## src/hdl/sactag_pkg.sv

```systemverilog
// Shared types, codes and command/status structs for the cache tag directory.
package sactag_pkg;

  // Configuration register indexes
  localparam logic CfgPolicy    = 1'b0;
  localparam logic CfgLineShift = 1'b1;
  localparam int   CfgIdxW      = 1;
  localparam int   CfgDataW     = 4;

  // Directory geometry: number of sets, a power of two
  localparam int   NumSets      = 512;

  // Replacement / prefetch policy codes
  localparam logic [1:0] PolAllocAlways = 2'd0;
  localparam logic [1:0] PolNoAllocSt   = 2'd1;
  localparam logic [1:0] PolNextLine    = 2'd2;
  localparam logic [1:0] PolPfOnMiss    = 2'd3;

  localparam logic [3:0] LineShiftRst = 4'd5;

  typedef struct packed {
    logic        mode;
    logic [31:0] address;
  } in_item_t;

  typedef struct packed {
    logic        hit;
    logic        prefetched;
    logic [31:0] hit_total;
  } out_item_t;

  typedef enum logic [2:0] {
    S_CLEAR,
    S_IDLE,
    S_DEMAND,
    S_PF_READ,
    S_PF_UPDATE
  } ctrl_state_t;

  // Controller to datapath commands
  typedef struct packed {
    logic clr;      // write one cleared row
    logic rd_dem;   // capture item, read demand set
    logic rd_pf;    // read next-line set
    logic upd;      // update the row that was read
    logic upd_pf;   // the update is the prefetch access
    logic out;      // publish the result item
  } cmd_t;

  // Datapath to controller status
  typedef struct packed {
    logic clr_last;
    logic need_pf;
  } sts_t;

endpackage

```

## src/hdl/sactag_ctrl.sv

```systemverilog
// Sequencer for clearing pass, demand access and optional prefetch access.
module sactag_ctrl (
  input  logic              clk,
  input  logic              rst_n,
  input  logic              start,
  output logic              busy,
  input  sactag_pkg::sts_t  sts,
  output sactag_pkg::cmd_t  cmd
);
  import sactag_pkg::*;

  ctrl_state_t state_r, state_nxt;

  // Hold state
  always_ff @(posedge clk) begin
    if (!rst_n) begin
      state_r <= S_CLEAR;
    end else begin
      state_r <= state_nxt;
    end
  end

  // Next state
  always_comb begin
    state_nxt = state_r;
    case (state_r)
      S_CLEAR:     if (sts.clr_last) state_nxt = S_IDLE;
      S_IDLE:      if (start) state_nxt = S_DEMAND;
      S_DEMAND:    state_nxt = sts.need_pf ? S_PF_READ : S_IDLE;
      S_PF_READ:   state_nxt = S_PF_UPDATE;
      S_PF_UPDATE: state_nxt = S_IDLE;
      default:     state_nxt = S_IDLE;
    endcase
  end

  // Outputs
  always_comb begin
    cmd  = '0;
    busy = 1'b1;
    case (state_r)
      S_CLEAR: cmd.clr = 1'b1;
      S_IDLE: begin
        busy       = 1'b0;
        cmd.rd_dem = start;
      end
      S_DEMAND: begin
        cmd.upd = 1'b1;
        cmd.out = !sts.need_pf;
      end
      S_PF_READ: cmd.rd_pf = 1'b1;
      S_PF_UPDATE: begin
        cmd.upd    = 1'b1;
        cmd.upd_pf = 1'b1;
        cmd.out    = 1'b1;
      end
      default: busy = 1'b1;
    endcase
  end

  a_pf_follows: assert property (@(posedge clk) disable iff (!rst_n)
    state_r == S_PF_READ |=> state_r == S_PF_UPDATE)
    else $error("prefetch read not followed by update");
  a_out_after_upd: assert property (@(posedge clk) disable iff (!rst_n)
    cmd.out |-> cmd.upd)
    else $error("result published without a directory update");
  a_accept_idle: assert property (@(posedge clk) disable iff (!rst_n)
    cmd.rd_dem |=> state_r == S_DEMAND)
    else $error("accepted item did not start a demand access");

endmodule

```

## config.mk

```make
export PLATFORM = sky130hd
export DESIGN_NAME = sactag_ctrl
export DESIGN_NICKNAME = d
export VERILOG_FILES = /design/src/hdl/sactag_pkg.sv /design/src/hdl/sactag_ctrl.sv
export SDC_FILE = /design/constraint.sdc
export NUM_CORES = 1
export LEC_CHECK = 0
export ABC_AREA = 1
export BUFFER_PORTS_ARGS = -buffer_cell sky130_fd_sc_hd__buf_2
export CORE_AREA = 2 2 39 41
export CTS_CLUSTER_SIZE = 20
export DETAILED_ROUTE_END_ITERATION = 12
export DIE_AREA = 0 0 41 43
export PLACE_DENSITY_LB_ADDON = 0.08
export SKIP_CTS_REPAIR_TIMING = 1
export SYNTH_ARGS = -nofsm -noshare
export SYNTH_HDL_FRONTEND = slang
export SYNTH_SLANG_ARGS = --single-unit
```

## constraint.sdc

```tcl
create_clock -name clk -period 1.9 [get_ports clk]
set_input_delay 0.095 -clock clk [delete_from_list [all_inputs] [get_ports clk]]
set_output_delay 0.095 -clock clk [all_outputs]
set_load 0.03 [all_outputs]
```

==> out/metrics.yaml, run 1 <==
worst_setup_path:
  critPathLaunchType: "flop"
  crit_type: "flop to output port"
  crit_arrival_ns: 1.22
  crit_path_end_kind: "output port"
  crit_path_max_fanout: 5
  reg2reg_setup_slack_ns: 0.99
  required_ns: 1.80
finish:
  largest_register_ffs: 3
  drive_gt1_share_pct: 39.13
  diodes: 0
  area_growth_pct: 54.73
  top_register: "state_r"
  num-fill-cells: 177
  layoutNonFillerInstCount: 62
  nets: 52
  reg_top3: "state_r: 3 flops"
power:
  swShare_pct: 29.52
  vdd_drop_max_v: 0.0002373
  internal_power_w: 0.0001612
  seqPwrFrac_pct: 30.5
  power_density_nw_per_um2: 798.2
  leakage_nw: 0.1590
  clkPwrFrac_pct: 47.1
  p_sw_w: 0.00006751
  power_frac_comb_pct: 22.3
floorplanning:
  design.die.area_sq_um: 1763
  start_util_pct: 13.38
  die_x_um: 41
  core-area_sq_um: 1384
  floorplan.rows: 14
  die_y_um: 43
  ioPinCount: 12
yosys:
  synthAdderAreaFrac_pct: 0
  ys.flop_type: "dfxtp_1"
  synth_area_leader_cell: "dfxtp_1"
  synth-async-reset-ratio_pct: 0
  synth_area_sq_um: 185.2
  syn_nets: 36
  ys_warn_count: 0
  yosys_register_bits: 3
  yosysTopAreaCellShare_pct: 32.43
  synth_top_family_by_area: "simple AND/OR/NAND/NOR gates"
  synth-simple-area-share_pct: 47.97
  yosysMostFrequentCell: "nor2_1"
  synth_xor_area_share_pct: 0
  synth_common_cells: "nor2_1, inv_1, nand2_1"
  netlist_instances: 31
  synth-edff-count: 0
  yosys.cell_types.count: 12
  synth.mux.area_fraction_pct: 0
  synth_area_per_cell_sq_um: 5.973
  ys_seq_area_share_pct: 32.43
  ys_top_cells_by_area: "dfxtp_1, nor2_1, inv_1"
  synth_compound_area_share_pct: 5.405
timing:
  worst_slack_ns: 0.5897
  hold_viol: 0
  post-route-period-util_pct: 68.96
  slew_headroom_pct: 86.48
  setup_viol: 0
  max_freq_mhz: 763.2
  setup-tns-final_ns: 0
  slew_violations: 0
  worst_slew_pin_slew_ns: 0.2025
  clock_skew_ns: 0.002224
  min_period_ns: 1.310
  rsz0062_at_grt: "false"
drt:
  drt-initial-drc-count: 7
  via_per_inst: 3.694
  routed_wl_um: 518
  num_vias: 229
  wl_per_cell_um: 8.355
  drt-pass1-iter-count: 5
  ant_nets: 0
  drcViolationCount: 0
outcome:
  run_status: "completed"
clocking:
  clockRootBuffer: "clkbuf_4"
  clkTransAtPathRegs_ns: 0.03
  cts_buffers: 3
  cts_max_path_buffers: 2
  numClockSinks: 3
  cts_tree: "yes"
  cts_max_level: 1
  clk_latency_ns: 0.23
grt:
  grt-ovfl-total: 0
  grt_pass1_wl_um: 828
  grt_pass1_vias: 196
  grt.total_usage_pct: 7.823
  grt_start_max_net_pins: 6
  antenna_found_initial: 0
placement:
  dp_hpwl_um: 445.7
  dpl_worst_slack_ns: 0.8261
  gp_congestion: 0.7740
  port-buffer-count: 11
  dp.cells: 58
flow_run:
  maxCapViolCount: 0
hold_path:
  hold_path.class: "input port to flop"
[worst max-delay path: stages, from the launching register on]
cell and delay (ns):
dfxtp_1 0.35, inv_2 0.08, nand2_1 0.09, nor2_2 0.13, inv_1 0.07, nor2_1 0.08
buf_2 0.20
[power by group through the flow]
stage | Sequential, W | Clock, W | Combinational [W]
CTS | 0.0000699 | 0.000115 | 0.0000517
global route | 0.0000703 | 0.000122 | 0.0000565
global placement | 0.0000708 | 0 | 0.0000522
detailed placement | 0.0000708 | 0 | 0.0000514
floorplan | 0.0000700 | 0 | 0.0000359
finish | 0.0000698 | 0.000108 | 0.0000511
[kinds of logic (layout without fill, tap and decap cells)]
family                 count (synthesis)  after routing
and+or+nand+nor                       19             19
DFF                                    3              3
AOI/OAI and AO/OA                      2              2
buffers and inverters                  7             22
[worst paths after layout]
kind	start	to	cells past startpoint
setup / recovery	state_r[2]$_SDFFE_PN0P_	cmd[4]	6
hold / removal	rst_n	state_r[0]$_SDFFE_PN0P_	3
setup reg to reg	state_r[2]$_SDFFE_PN0P_	state_r[1]$_SDFFE_PN0P_	5
hold reg to reg	state_r[1]$_SDFFE_PN0P_	state_r[2]$_SDFFE_PN0P_	2
[per-layer routing]
metal	up-vias	routed length [um]	global-route usage, %
met3	0	21	3.141
met2	4	273	10.00
li1	125	-	-
met4	0	0	10.00
met1	100	223	8.013
met5	-	0	0
[cells in the final DEF, fill, tap and decap left out]
master / instances
nor2_1: 7
nor2_2: 2
clkbuf_1: 1
inv_1: 5
a21oi_1: 1
nand3b_1: 1
nor3b_1: 1
buf_2: 11
nand2_1: 4
inv_2: 2
dfxtp_1: 3
clkbuf_4: 3
nand3_1: 3
nor3_1: 1
o21ai_0: 1
[per-stage QoR]
step	hold WS (ns)	util, %	area (sq um)	total power [W]
floorplan	0.2181	-	185.2	0.0001059
global placement	0.3563	18.81	260.3	0.0001230
CTS	0.1133	20.71	286.5	0.0002365
detailed placement	0.3569	18.81	260.3	0.0001223
finish	0.1229	20.71	286.5	0.0002287
global route	0.1161	20.71	286.5	0.0002484
[final cells by class]
class / instances / area, sq um / area share [%]
Multi-Input combinational cell: 21 / 98.84 / 34.50
Clock buffer: 4 / 26.28 / 9.170
Timing Repair Buffer: 11 / 55.05 / 19.21
Sequential cell: 3 / 60.06 / 20.96
Inverter: 7 / 26.28 / 9.170
Tap cell: 16 / 20.02 / 6.987
Note: power is estimated with default switching activity, not from simulation.
==> inputs of run 2 (changes only) <==
Clock period 1.9 ns to 1.2 ns, I/O delays scaled along.
==> run 2 against run 1 <==
First-iteration DRC count shrank 100%. Final cell count grew 1.6%. Final area grew 18%. Clock-buffer cell count is the same. Flip-flop and latch count is the same. Setup slack lost 0.53 ns. Combinational power grew 90%. Global-route usage shrank 1.0 points. Non-clock buffer count grew 1. Sequential power grew 59%. Clock power grew 62%. Sequential share of layout area grew 0.073 points. Critical path type unchanged. Critical endpoint unchanged. Largest power group unchanged.
==> out/metrics.yaml, run 2 (synthesized netlist as in run 1, its figures left out) <==
placement:
  dpl_worst_slack_ns: 0.1817
  gp_congestion: 0.6617
  place_area_sq_um: 262.8
  port-buffer-count: 11
  dp.cells: 58
  dp_hpwl_um: 421.7
grt:
  grt_pass1_vias: 211
  grt-ovfl-total: 0
  grt.total_usage_pct: 6.820
  grt_start_max_net_pins: 6
  grt_pass1_wl_um: 745
  antenna_found_initial: 0
drt:
  via_per_inst: 3.825
  drcViolationCount: 0
  wl_per_cell_um: 8.349
  ant_nets: 0
  routed_wl_um: 526
  drt-initial-drc-count: 0
  drt-pass1-iter-count: 1
  num_vias: 241
worst_setup_path:
  crit_type: "flop to output port"
  critPathLaunchType: "flop"
  worst-path-buf-inv: 3
  cpLargestDelayFamily: "flip-flops"
  required_ns: 1.14
  worstReg2RegEnd: "state_r[1]$_SDFFE_PN0P_"
  crit_path_end_kind: "output port"
  crit_arrival_ns: 1.08
  rr_worst_depth: 6
  crit_path_max_fanout: 5
  reg2reg_from: "state_r[2]$_SDFFE_PN0P_"
  cp_cell_sequence: "inv_4 -> nand2_4 -> nor2_4 -> inv_2 -> nor2_2 -> buf_6"
  cp_slowest_stage_delay_ns: 0.36
  cp_slowest_cell: "dfxtp_4"
  reg2reg_setup_slack_ns: 0.30
power:
  power_density_nw_per_um2: 1131
  leakage_nw: 0.1707
  vdd_drop_max_v: 0.0003103
  finalPower_w: 0.0003835
clocking:
  clk_latency_ns: 0.23
  clockRootBuffer: "clkbuf_4"
  cts_max_path_buffers: 2
  numClockSinks: 3
  cts_max_level: 1
  cts_buffers: 3
  clkTransAtPathRegs_ns: 0.04
  cts_tree: "yes"
finish:
  area_growth_pct: 83.11
  layout_common_cells: "buf_2, nor2_1, inv_1"
  mostFrequentLayoutCell: "buf_2"
  num-fill-cells: 167
  design_area_sq_um: 339.1
  largest_register_ffs: 3
  drive_gt1_share_pct: 55.32
  nets: 53
  diodes: 0
  reg_top3: "state_r: 3 flops"
  layoutNonFillerInstCount: 63
  top_register: "state_r"
timing:
  slew_violations: 0
  worst_slack_ns: 0.05956
  hold_viol: 0
  min_period_ns: 1.140
  setup-tns-final_ns: 0
  rsz0062_at_grt: "false"
  worst_slew_pin_slew_ns: 0.1462
  post-route-period-util_pct: 95.04
  max_freq_mhz: 876.9
  clock_skew_ns: 0.0002173
  setup_viol: 0
  slew_headroom_pct: 90.23
floorplanning:
  start_util_pct: 13.38
  ioPinCount: 12
  die_x_um: 41
  floorplan.rows: 14
  core-area_sq_um: 1384
  design.die.area_sq_um: 1763
  die_y_um: 43
hold_path:
  hold_start: "rst_n"
  hold_path.class: "input port to flop"
  min_to: "state_r[0]$_SDFFE_PN0P_"
  min_delay_path_depth: 3
flow_run:
  maxCapViolCount: 0
outcome:
  run_status: "completed"
==> run 2: final cells by class <==
cell class / instances / area (sq um) / area share (%)
clock buffer: 4 / 26.28 / 7.749
inverter: 7 / 28.78 / 8.487
multi-input combinational: 21 / 121.4 / 35.79
sequential: 3 / 71.32 / 21.03
tap: 16 / 20.02 / 5.904
timing repair buffer: 12 / 71.32 / 21.03
==> run 2: worst max-delay path by stage <==
stage,from,end,cells past startpoint
final,state_r[2]$_SDFFE_PN0P_,cmd[4],6
after global routing,state_r[2]$_SDFFE_PN0P_,cmd[4],6
after CTS,state_r[2]$_SDFFE_PN0P_,cmd[4],6
after detailed placement,state_r[2]$_SDFFE_PN0P_,cmd[4],6
after global placement,state_r[2]$_SDFFE_PN0P_,cmd[4],6
after floorplan,state_r[1]$_SDFFE_PN0P_,cmd[5],1
==> run 2: where the power goes <==
part | leakage (nW) | switching (W) | internal (W) | total [W]
sequential | 0.0267 | 0.00000955 | 0.000102 | 0.000111
combinational | 0.129 | 0.0000579 | 0.0000394 | 0.0000973
clock | 0.0150 | 0.0000505 | 0.000124 | 0.000175
==> run 2: routing by layer <==
| layer | up-vias | global-route usage, % | wire, um |
|---|---|---|---|
| met1 | 110 | 6.090 | 165 |
| met4 | 0 | 10.00 | 0 |
| met3 | 0 | 1.571 | 44 |
| met2 | 6 | 9.688 | 316 |
| li1 | 125 | - | - |
| met5 | - | 0 | 0 |
==> run 2: stage by stage <==
step	utilization, %	hold WS, ns
after CTS	20.89	0.08390
after global routing	24.50	0.09371
after global placement	18.99	0.3281
after floorplan	-	0.1831
after detailed placement	18.99	0.3332
final	24.50	0.09141
==> run 2: worst min-delay path: stages <==
cell and delay [ns]:
buf_2 0.11, nand2_1 0.06, a21oi_1 0.04
==> inputs of run 3 (changes only) <==
Clock period 1.2 ns to 1.4 ns, I/O delays scaled along.
==> run 3 against run 2 <==
Flip-flop and latch count did not move. Final area fell by 15%. Core utilization fell by 3.8 points. Clock skew rose by 0.0030 ns. Via count rose by 0.41%. Critical path depth fell by 2. First-iteration DRC count rose by 2. Largest power group unchanged.
==> out/metrics.yaml, run 3 (synthesized netlist as in run 1, its figures left out) <==
outcome:
  run_status: "completed"
power:
  internal_power_w: 0.0002189
  power_frac_comb_pct: 22.0
  swShare_pct: 29.97
  clkPwrFrac_pct: 47.6
  vdd_drop_max_v: 0.0002758
  leakage_nw: 0.1590
  finalPower_w: 0.0003126
  p_sw_w: 0.00009368
  seqPwrFrac_pct: 30.3
  power_density_nw_per_um2: 1091
grt:
  grt.total_usage_pct: 7.035
  grt_start_max_net_pins: 6
  antenna_found_initial: 0
  grt-ovfl-total: 0
  grt_pass1_wl_um: 786
  grt_pass1_vias: 208
worst_setup_path:
  crit_arrival_ns: 1.19
  crit_path_end: "cmd[0]"
  cp_cell_sequence: "nor2_1 -> nand2_1 -> o21ai_0 -> buf_2"
  rr_worst_depth: 4
  critPathLaunchType: "flop"
  reg2reg_from: "state_r[1]$_SDFFE_PN0P_"
  cp_slowest_stage_delay_ns: 0.35
  reg2reg_setup_slack_ns: 0.48
  crit_type: "flop to output port"
  worstReg2RegEnd: "state_r[1]$_SDFFE_PN0P_"
  crit_path_end_kind: "output port"
  crit_path_max_fanout: 5
  critical_path.startpoint: "state_r[1]$_SDFFE_PN0P_"
  cp_slowest_cell: "dfxtp_1"
  required_ns: 1.33
timing:
  setup-tns-final_ns: 0
  max_freq_mhz: 791.6
  setup_viol: 0
  min_period_ns: 1.263
  clock_skew_ns: 0.003206
  rsz0062_at_grt: "false"
  hold_viol: 0
  worst_slew_pin_slew_ns: 0.2025
  slew_violations: 0
  holdWs_ns: 0.08149
  post-route-period-util_pct: 90.23
  slew_headroom_pct: 86.48
finish:
  diodes: 0
  reg_top3: "state_r: 3 flops"
  num-fill-cells: 168
  layout_common_cells: "buf_2, nor2_1, inv_1, nand2_1"
  multi_input_area_sq_um: 98.84
  top_register: "state_r"
  layoutNonFillerInstCount: 62
  final_util_pct: 20.71
  largest_register_ffs: 3
  mostFrequentLayoutCell: "buf_2"
  area_growth_pct: 54.73
  nets: 52
  drive_gt1_share_pct: 39.13
  sequential_cell_area_sq_um: 60.06
floorplanning:
  die_y_um: 43
  ioPinCount: 12
  die_x_um: 41
  design.die.area_sq_um: 1763
  start_util_pct: 13.38
  floorplan.rows: 14
  core-area_sq_um: 1384
clocking:
  cts_buffers: 3
  clkTransAtPathRegs_ns: 0.04
  clk_latency_ns: 0.23
  clockRootBuffer: "clkbuf_4"
  cts_tree: "yes"
  numClockSinks: 3
  cts_max_path_buffers: 2
  cts_max_level: 1
drt:
  via_per_inst: 3.903
  wl_per_cell_um: 8.387
  drt-initial-drc-count: 2
  routed_wl_um: 520
  num_vias: 242
  ant_nets: 0
  drt-pass1-iter-count: 2
  drcViolationCount: 0
placement:
  gp_congestion: 0.7875
  port-buffer-count: 11
  dp_hpwl_um: 435
  dp.cells: 58
flow_run:
  maxCapViolCount: 0
hold_path:
  hold_path.class: "input port to flop"
-- run 3: worst min-delay path by stage --
stage               start                       to  depth (start not counted)
global route        rst_n  state_r[0]$_SDFFE_PN0P_                          3
global placement    rst_n  state_r[0]$_SDFFE_PN0P_                          3
detailed placement  rst_n  state_r[0]$_SDFFE_PN0P_                          3
finish              rst_n  state_r[0]$_SDFFE_PN0P_                          3
floorplan           rst_n  state_r[0]$_SDFFE_PN0P_                          2
CTS                 rst_n  state_r[0]$_SDFFE_PN0P_                          3
-- run 3: power by group through the flow --
stage          Sequential [W]  Combinational (W)  Clock (W)
4_1_cts             0.0000948          0.0000694   0.000158
5_1_grt             0.0000952          0.0000755   0.000164
6_report            0.0000948          0.0000689   0.000149
3_3_place_gp        0.0000965          0.0000692          0
3_5_place_dp        0.0000962          0.0000691          0
2_1_floorplan       0.0000949          0.0000488          0
-- run 3: routing by layer --
layer  global-route usage [%]  vias up  share of wire [%]  wire length, um
met5                        0        -                  0                0
met4                    6.000        0                  0                0
met3                    3.141        0                5.4               28
met2                    8.750        4                 51              266
met1                    8.710      112                 43              225
li1                         -      126                  -                -
-- run 3: critical path, delay by kind of cell, from the launching register on --
| kind | cells | cell delay [ns] |
|---|---|---|
| AO/OA/AOI/OAI | 1 | 0.08 |
| buffers and inverters | 1 | 0.21 |
| flip-flops | 1 | 0.35 |
| AND/OR/NAND/NOR | 2 | 0.32 |
-- run 3: area by class of cell --
| type | count | area share (%) |
|---|---|---|
| inverters | 7 | 9.170 |
| clock buffers | 4 | 9.170 |
| flip-flops and latches | 3 | 20.96 |
| well taps | 16 | 6.987 |
| repair buffers | 11 | 19.21 |
| multi-input cells | 21 | 34.50 |
-- run 3: per-stage QoR --
stage          setup slack (ns)  area (sq um)
2_1_floorplan            0.1405         185.2
3_3_place_gp             0.4084         260.3
3_5_place_dp             0.3725         260.3
4_1_cts                  0.1126         286.5
5_1_grt                 0.02447         286.5
6_report                 0.1368         286.5
